## src/sv/nss_pkg.sv

```systemverilog
package nss_pkg;

   // Sizing of the line buffer and the per-type sentence stores.
   localparam int LINE_LIMIT    = 200;
   localparam int STORE_DEPTH   = 256;
   localparam int KINDS         = 5;
   localparam int HDR_LEN       = 6;
   localparam int LB_DEPTH      = 256;
   localparam int LB_AW         = 8;
   localparam int LEN_W         = 8;
   localparam int STORE_ENTRIES = KINDS * STORE_DEPTH;
   localparam int STORE_AW      = $clog2(STORE_ENTRIES);

   // Access modes of an input item.
   localparam logic [1:0] MODE_RECEIVE = 2'd0;
   localparam logic [1:0] MODE_READ    = 2'd1;
   localparam logic [1:0] MODE_CLEAR   = 2'd2;

   // Result events.
   localparam logic [2:0] EV_TAKEN      = 3'd0;
   localparam logic [2:0] EV_FILED      = 3'd1;
   localparam logic [2:0] EV_UNMATCHED  = 3'd2;
   localparam logic [2:0] EV_OVERFLOW   = 3'd3;
   localparam logic [2:0] EV_LINE_ERROR = 3'd4;
   localparam logic [2:0] EV_READ       = 3'd5;
   localparam logic [2:0] EV_CLEARED    = 3'd6;

   // Sentence types; the code after the last type means no type.
   localparam logic [2:0] KIND_NONE = 3'd5;

   localparam logic [7:0] LF_BYTE = 8'h0A;

   // Header of each sentence type, first character in the top byte.
   localparam logic [8*HDR_LEN-1:0] HEADER [KINDS] = '{
      "$GPGGA", "$GPGSA", "$GPGSV", "$GPRMC", "$GPVTG"
   };

   // Commands from the controller to the datapath.
   typedef struct packed {
      logic accept;
      logic load_imm;
      logic load_read;
      logic copy_run;
   } cmd_type;

   // Status from the datapath to the controller.
   typedef struct packed {
      logic needs_read;
      logic files;
      logic copy_done;
   } status_type;

endpackage

```

## src/sv/nss_controller.sv

```systemverilog
module nss_controller import nss_pkg::*; (
   input  logic       clock,
   input  logic       reset,
   input  logic       req_valid,
   output logic       req_stall,
   output logic       rsp_valid,
   input  logic       rsp_stall,
   input  status_type status,
   output cmd_type    cmd
);

   typedef enum logic [1:0] {
      ST_IDLE,
      ST_READ,
      ST_COPY
   } state_type;

   state_type state_ff, state_in;
   logic      rsp_valid_ff, rsp_valid_in;
   logic      out_free;

   // The output register can take a result when empty or when being emptied.
   assign out_free  = !rsp_valid_ff || !rsp_stall;
   assign req_stall = !((state_ff == ST_IDLE) && out_free);
   assign rsp_valid = rsp_valid_ff;

   // Next state and commands.
   always_comb begin
      state_in      = state_ff;
      cmd           = '0;
      cmd.accept    = req_valid && (state_ff == ST_IDLE) && out_free;
      case (state_ff)
         ST_IDLE: begin
            if (cmd.accept) begin
               if (status.needs_read) begin
                  state_in = ST_READ;
               end else begin
                  cmd.load_imm = 1'b1;
                  if (status.files) begin
                     state_in = ST_COPY;
                  end
               end
            end
         end
         ST_READ: begin
            cmd.load_read = 1'b1;
            state_in      = ST_IDLE;
         end
         ST_COPY: begin
            cmd.copy_run = 1'b1;
            if (status.copy_done) begin
               state_in = ST_IDLE;
            end
         end
         default: begin
            state_in = ST_IDLE;
         end
      endcase
      if (cmd.load_imm || cmd.load_read) begin
         rsp_valid_in = 1'b1;
      end else begin
         rsp_valid_in = rsp_valid_ff && rsp_stall;
      end
   end

   // State and output valid.
   always_ff @(posedge clock) begin
      if (reset) begin
         state_ff     <= ST_IDLE;
         rsp_valid_ff <= 1'b0;
      end else begin
         state_ff     <= state_in;
         rsp_valid_ff <= rsp_valid_in;
      end
   end

endmodule

```

## config.mk

```make
export PLATFORM = sky130hd
export DESIGN_NAME = nss_controller
export DESIGN_NICKNAME = d
export VERILOG_FILES = /design/src/sv/nss_pkg.sv /design/src/sv/nss_controller.sv
export SDC_FILE = /design/constraint.sdc
export NUM_CORES = 1
export LEC_CHECK = 0
export BUFFER_PORTS_ARGS = -buffer_cell sky130_fd_sc_hd__buf_2
export CAP_MARGIN = 30
export CORE_AREA = 2 2 39 41
export DETAILED_ROUTE_END_ITERATION = 7
export DIE_AREA = 0 0 41 43
export GPL_ROUTABILITY_DRIVEN = 0
export GPL_TIMING_DRIVEN = 0
export MAX_ROUTING_LAYER = met4
export PLACE_DENSITY = 0.39
export SYNTH_ARGS = -nofsm -noshare
export SYNTH_HDL_FRONTEND = slang
export SYNTH_SLANG_ARGS = --single-unit
export TNS_END_PERCENT = 30
```

## constraint.sdc

```tcl
create_clock -name clock -period 0.9 [get_ports clock]
set_input_delay 0.18 -clock clock [delete_from_list [all_inputs] [get_ports clock]]
set_output_delay 0.18 -clock clock [all_outputs]
set_load 0.05 [all_outputs]
```

; ---- Yosys cells after proc, flatten, opt, wreduce, memory -nomap -nowiden
; Index checks and enable logic that the tools add are counted.
[op_classes]
eq_ne = 5
muxes = 11
n_reduce_logical = 11
[op_table]
columns = op, n
row1 = $mux W2, 4
row2 = $mux W1, 6
row3 = $logic_and A1 B1 Y1, 4
row4 = $ne A2 B2 Y1 const B, 2
row5 = $pmux W2 S2, 1
row6 = $logic_not A1 Y1, 3
row7 = $ne A3 B3 Y1 const B, 1
row8 = $reduce_and A3 Y1, 1
row9 = $eq A2 B1 Y1 const B, 1
row10 = $eq A2 B2 Y1 const B, 1
row11 = $logic_not A2 Y1, 1
row12 = $logic_or A1 B1 Y1, 2
[totals]
word_cells = 29
out_inout_bits = 6
input_bits = 7
regBits = 3

; ---- Logic depth before layout (Yosys ltp)
; Gate-level depths: netlist (run 1).
[depth]
ltp_word = 7
depth_mapped = 3
mapped_depth_nobuf = 3

; ---- Least setup slack after synthesis (run 1)
; No wires, ideal clock.
[synth_path]
path_type = register to output
from = register rsp_valid_ff (netlist: rsp_valid)
to = output cmd[2] (netlist bit)
t_arrival_ns = 1.530
stages_incl_launch_ff = 4
path_slack_ns = -0.810
cell_sequence = dfxtp_1 > a211oi_2 > nand2_1 > nor2_1
[synth_rtl]
columns = item, line_no
row1 = from (decl), nss_controller.sv:19  ; logic rsp_valid_ff, rsp_valid_in;
row2 = from (signal assigned), nss_controller.sv:73  ; rsp_valid_ff <= rsp_valid_in;
row3 = to (decl), nss_controller.sv:9  ; output cmd_type cmd

==> flow_metrics.env, run 1 <==
export IMPL_slowest_stage="dfxtp_4"
export IMPL_layout_drive_gt1_share_pct=74.36
export IMPL_finalWorstSetupSlack_ns=-0.5048
export IMPL_vias=204
export IMPL_drtAntennaViolNets=0
export IMPL_critPathMaxStageDelay_ns=0.34
export IMPL_antenna_found_initial=0
export IMPL_root_buffer="clkbuf_4"
export IMPL_setup_viol=8
export IMPL_end_kind="primary output"
export IMPL_hold_path_class="in2reg"
export IMPL_die_width_um=41
export IMPL_worst_skew_pair_late_latency_ns=0.23
export IMPL_critPathTopFamily="flip-flops"
export IMPL_core_area_um2=1384
export IMPL_final_hold_violation_count=0
export IMPL_violations="negative setup slack"
export IMPL_place_inst=47
export IMPL_ir_worst_vdd_mv=0.4354
export IMPL_syn_to_final_growth_pct=150.4
export IMPL_wire_per_inst_um=9.291
export IMPL_critical_path_arrival_ns=1.22
export IMPL_holdBufCountCts=0
export IMPL_via_per_inst=3.709
export IMPL_outcome="finished with violations"
export IMPL_grt_overflow_total=0
export IMPL_fin_crit_sh_pct=156.1
export IMPL_final_cell_area_um2=385.4
export IMPL_cts_buffers=3
export IMPL_worstMarginPinSlew_ns=0.2005
export IMPL_finalWirelength_um=511
export IMPL_path_buf_inv=1
export IMPL_p_leak_nw=0.1698
export IMPL_ios=13
export IMPL_synth_warnings=0
export IMPL_period_minus_slack_ns=1.405
export IMPL_firstDrtPassIters=4
export IMPL_row_count=14
export IMPL_syn_area_per_cell_um2=8.100
export IMPL_max_clock_freq_mhz=711.9
export IMPL_grt_pass1_vias=200
export IMPL_fin_cells=55
export IMPL_grtUsageTotal_pct=7.407
export IMPL_synth_area_um2=153.9
export IMPL_grt_pass1_wl_um=772
export IMPL_clk_pin_slew_worst_paths_ns=0.04
export IMPL_start_kind="register"
export IMPL_initial_core_util_pct=11.12
export IMPL_antennaDiodeCount=0
export IMPL_critical_path_cell_chain="a211oi_4 > nand2_2 > nor2_4 > buf_8"
export IMPL_critPathMaxFanout=3
export IMPL_clock_skew_ns=0.001641
export IMPL_syn_nets=26
export IMPL_drt_iter0_drc=2
export IMPL_rsz0062_at_grt="yes"
export IMPL_p_per_area_nw_per_um2=1583
export IMPL_htreeDepth=1
export IMPL_drc=0
export IMPL_final_nets=47
export IMPL_place_area_um2=261.5
export IMPL_grt_max_degree=7
export IMPL_worstSetupPathType="reg2out"
export IMPL_maxSlewHeadroom_pct=86.59
export IMPL_portBuffers=12
export IMPL_reg2reg_slack_ns=-0.38
export IMPL_final_fill_count=149
export IMPL_cts_sinks=3
export IMPL_cts_tree="built"
export IMPL_drv_cap=0
export IMPL_design_die_area_um2=1763
export IMPL_ys_ff_latch=3
export IMPL_cp_required_ns=0.72
export IMPL_synthCells=19
export IMPL_seq_area_frac_synth_pct=39.02
export IMPL_die_h_um=43
export IMPL_clk_path_buf_depth=2
export IMPL_ys_types=13
export IMPL_maxSlewViolCount=0
==> cell families (layout without fill, tap and decap cells) <==
| group | after synthesis | in the layout | share of synthesized area, % |
|---|---|---|---|
| flip-flops | 3 | 3 | 39.03 |
| AO/OA/AOI/OAI | 4 | 4 | 21.95 |
| buffers and inverters | 3 | 23 | 7.317 |
| AND/OR/NAND/NOR | 9 | 9 | 31.71 |
==> layout by cell type, fill, tap and decap left out <==
cell,Yosys,layout
a21oi_1,1,1
nor3_1,1,1
buf_6,0,3
buf_4,0,4
buf_2,0,6
nor4_2,0,1
clkinvlp_4,0,1
a211oi_4,0,1
clkbuf_4,0,3
a32oi_1,1,1
o21bai_1,1,1
and2b_1,1,1
inv_2,0,1
nor2_4,0,1
nor2b_1,2,1
nor2b_4,0,1
nand2_1,2,1
clkbuf_1,0,1
buf_8,0,3
nand2b_1,1,1
inv_1,3,1
dfxtp_4,0,3
nand2_2,0,1
==> final cells by class <==
type,count,area (µm²),area share (%)
Clock buffer,4,26.28,6.818
Inverter,3,15.01,3.896
Multi-Input combinational cell,13,113.9,29.55
Sequential cell,3,71.32,18.51
Tap cell,16,20.02,5.195
Timing Repair Buffer,16,138.9,36.04
==> metrics by stage <==
step | util, % | worst slack [ns] | TNS [ns] | total power [W] | hold WS [ns]
floorplan | - | -0.3833 | -1.478 | 0.0002671 | 0.2394
global placement | 18.90 | -0.4229 | -1.608 | 0.0003106 | 0.3779
detailed placement | 18.90 | -0.4144 | -1.506 | 0.0003090 | 0.3658
CTS | 26.22 | -0.5098 | -2.477 | 0.0006144 | 0.1188
global route | 27.85 | -0.5764 | -2.957 | 0.0006461 | 0.1278
finish | 27.85 | -0.5048 | -2.538 | 0.0006101 | 0.1285
==> registers in the layout (all words and copies together) (netlist names) <==
signal,count
rsp_valid,1
state_ff,2
==> Yosys cell counts <==
library cell	instances	area share [%]
nor3_1	1	3.2
nand2_1	2	4.9
nor4_1	1	4.1
and2b_1	1	4.9
a211oi_2	1	8.1
nand2b_1	1	4.1
a21oi_1	1	3.2
inv_1	3	7.3
o21bai_1	1	4.9
dfxtp_1	3	39
nor2_1	1	2.4
nor2b_1	2	8.1
a32oi_1	1	5.7
==> metal layers <==
metal  vias up  routed length [µm]  GRT usage, %
met1        89                 219         7.074
met2        11                 234         10.00
met3         0                  56         4.712
li1        104                   -             -
met4         0                   0         6.000
met5         -                   0             -
==> timing repair <==
action | in CTS | in global routing
pin swaps | 3 | 2
setup endpoints to repair | 8 | 8
resized for setup | 18 | 4
buffers inserted | 3 | 1
cloned | 0 | 0
==> final timing paths <==
| kind | startpoint | to | depth (start not counted) |
|---|---|---|---|
| hold reg to reg | state_ff[1]$_SDFFE_PP0P_ | state_ff[0]$_SDFFE_PP0P_ | 1 |
| setup / recovery | rsp_valid$_SDFF_PP0_ | cmd[2] | 4 |
| setup reg to reg | rsp_valid$_SDFF_PP0_ | state_ff[0]$_SDFFE_PP0P_ | 5 |
| hold / removal | reset | rsp_valid$_SDFF_PP0_ | 2 |
==> power by group <==
group	switching [W]	total (W)	internal (W)
Clock	0.0000731	0.000240	0.000166
Sequential	0.0000122	0.000150	0.000138
Combinational	0.000122	0.000221	0.0000983
Total	0.000208	0.000610	0.000402
(Power assumes the default switching activity.)
==> run 2: changes to the inputs <==
clock period = 1.2 ns   (was 0.9 ns; I/O delays follow)
==> run 2 against run 1 <==
- the flow still finishes with violations (negative setup slack)
- combinational power decreased by 25%
- cell area decreased by 0.65%
- clock skew increased by 0.0024 ns
- total power is 25% lower
- die area did not move
- utilization is 0.18 points lower
- non-clock buffer count increased by 1
- hold slack gained 0.059 ns
- clock power decreased by 25%
- largest cell class unchanged
- largest power group unchanged
==> flow_metrics.env, run 2 (same netlist as run 1, synthesis figures left out) <==
export IMPL_clkPwrFrac_pct=39.6
export IMPL_fin_cells=56
export IMPL_die_width_um=41
export IMPL_critical_path_startpoint="state_ff[0]$_SDFFE_PP0P_"
export IMPL_portBuffers=12
export IMPL_p_sw_share_pct=34.14
export IMPL_die_h_um=43
export IMPL_design_die_area_um2=1763
export IMPL_p_per_area_nw_per_um2=1194
export IMPL_initial_core_util_pct=11.12
export IMPL_ir_worst_vdd_mv=0.2737
export IMPL_rsz0062_at_grt="yes"
export IMPL_grtUsageTotal_pct=7.305
export IMPL_grt_pass1_vias=195
export IMPL_clock_skew_ns=0.004045
export IMPL_reg2reg_slack_ns=-0.09
export IMPL_cts_tree="built"
export IMPL_r2r_cells=5
export IMPL_end_kind="primary output"
export IMPL_htreeDepth=1
export IMPL_grt_overflow_total=0
export IMPL_largest_reg_flops=2
export IMPL_period_minus_slack_ns=1.454
export IMPL_path_buf_inv=1
export IMPL_wire_per_inst_um=9.268
export IMPL_mostFrequentLayoutCells="buf_2 (6), buf_4 (5), clkbuf_4 (4)"
export IMPL_critical_path_arrival_ns=1.21
export IMPL_grt_max_degree=7
export IMPL_worst_skew_pair_late_latency_ns=0.23
export IMPL_hold_path_class="in2reg"
export IMPL_drv_cap=0
export IMPL_critPathMaxFanout=6
export IMPL_cp_num_cells=4
export IMPL_final_common_cell="buf_2"
export IMPL_maxSlewViolCount=0
export IMPL_switchingPower_w=0.0001560
export IMPL_drc=0
export IMPL_finalWirelength_um=519
export IMPL_regMostFlops="state_ff"
export IMPL_outcome="finished with violations"
export IMPL_core_area_um2=1384
export IMPL_max_clock_freq_mhz=687.9
export IMPL_drt_iter0_drc=5
export IMPL_violations="negative setup slack"
export IMPL_cts_buffers=3
export IMPL_holdBufCountCts=0
export IMPL_vias=208
export IMPL_layout_drive_gt1_share_pct=72.50
export IMPL_row_count=14
export IMPL_final_hold_violation_count=0
export IMPL_critPathTopFamily="flip-flops"
export IMPL_finalWorstSetupSlack_ns=-0.2537
export IMPL_syn_to_final_growth_pct=148.8
export IMPL_combPwrFrac_pct=36.1
export IMPL_p_leak_nw=0.1733
export IMPL_reg2reg_from="state_ff[0]$_SDFFE_PP0P_"
export IMPL_root_buffer="clkbuf_4"
export IMPL_ios=13
export IMPL_fin_crit_sh_pct=121.1
export IMPL_slowest_stage="dfxtp_4"
export IMPL_setup_viol=5
export IMPL_grt_pass1_wl_um=759
export IMPL_maxSlewHeadroom_pct=86.63
export IMPL_worstSetupEndpoint="cmd[2]"
export IMPL_final_nets=48
export IMPL_seq_power_share_pct=24.3
export IMPL_place_inst=47
export IMPL_via_per_inst=3.714
export IMPL_drtAntennaViolNets=0
export IMPL_clk_pin_slew_worst_paths_ns=0.04
export IMPL_critical_path_cell_chain="a211oi_4 > nand2_2 > nor2_4 > buf_8"
export IMPL_clk_path_buf_depth=2
export IMPL_cellInternalPower_w=0.0003009
export IMPL_rr_endpoint="state_ff[0]$_SDFFE_PP0P_"
export IMPL_antennaDiodeCount=0
export IMPL_postLayoutCoreUtil_pct=27.67
export IMPL_worstMarginPinSlew_ns=0.1988
export IMPL_cp_required_ns=0.96
export IMPL_cts_sinks=3
export IMPL_start_kind="register"
export IMPL_firstDrtPassIters=2
export IMPL_worstSetupPathType="reg2out"
export IMPL_critPathMaxStageDelay_ns=0.35
export IMPL_antenna_found_initial=0
## run 2: cell count changes in the layout (fill, tap and decap cells not counted)
cell      previous run  this run
nor4_2               1         0
clkbuf_4             3         4
buf_4                4         5
buf_6                3         2
nor4_1               0         1
## run 2: timing repair
action,in CTS,in global routing
buffers inserted,3,2
endpoints found under the setup margin,5,7
endpoints found under the hold margin,0,0
pin swaps,3,2
resized for setup,15,5
## run 2: power by group through the flow
stage / combinational, W / clock, W / sequential [W]
after floorplan: 0.0000763 / 0 / 0.000124
after global placement: 0.000117 / 0 / 0.000116
after detailed placement: 0.000116 / 0 / 0.000116
after CTS: 0.000152 / 0.000191 / 0.000113
after global routing: 0.000175 / 0.000195 / 0.000112
final: 0.000165 / 0.000181 / 0.000111
## run 2: metrics by stage
step | area, µm² | hold slack [ns] | total power, W | TNS, ns | setup WS (ns)
finish | 382.9 | 0.1878 | 0.0004570 | -0.7889 | -0.2537
global route | 382.9 | 0.1878 | 0.0004819 | -1.133 | -0.3277
CTS | 350.3 | 0.1788 | 0.0004553 | -0.7176 | -0.2698
detailed placement | 261.5 | 0.4258 | 0.0002317 | -0.3142 | -0.1744
global placement | 261.5 | 0.4379 | 0.0002329 | -0.3329 | -0.1829
floorplan | 181.4 | 0.2994 | 0.0002003 | -0.1957 | -0.1433
## run 2: final cells by class
type,count,area (µm²)
clock buffers,4,26.28
multi-input cells,13,107.6
fillers,149,1001
well taps,16,20.02
inverters,3,15.01
flip-flops and latches,3,71.32
repair buffers,17,142.6
## run 2: how the worst min path moves through the flow
stage / from / to / cells after the start
floorplan: reset / rsp_valid$_SDFF_PP0_ / 1
global placement: reset / rsp_valid$_SDFF_PP0_ / 2
detailed placement: reset / rsp_valid$_SDFF_PP0_ / 2
CTS: reset / rsp_valid$_SDFF_PP0_ / 2
global route: reset / rsp_valid$_SDFF_PP0_ / 2
finish: reset / rsp_valid$_SDFF_PP0_ / 2
## run 2: layer usage
metal / GRT usage (%) / vias up / routed length, µm
met2: 10.00 / 11 / 231
met1: 6.752 / 90 / 232
met5: - / - / 0
met3: 4.712 / 0 / 55
met4: 6.000 / 0 / 0
li1: - / 107 / -
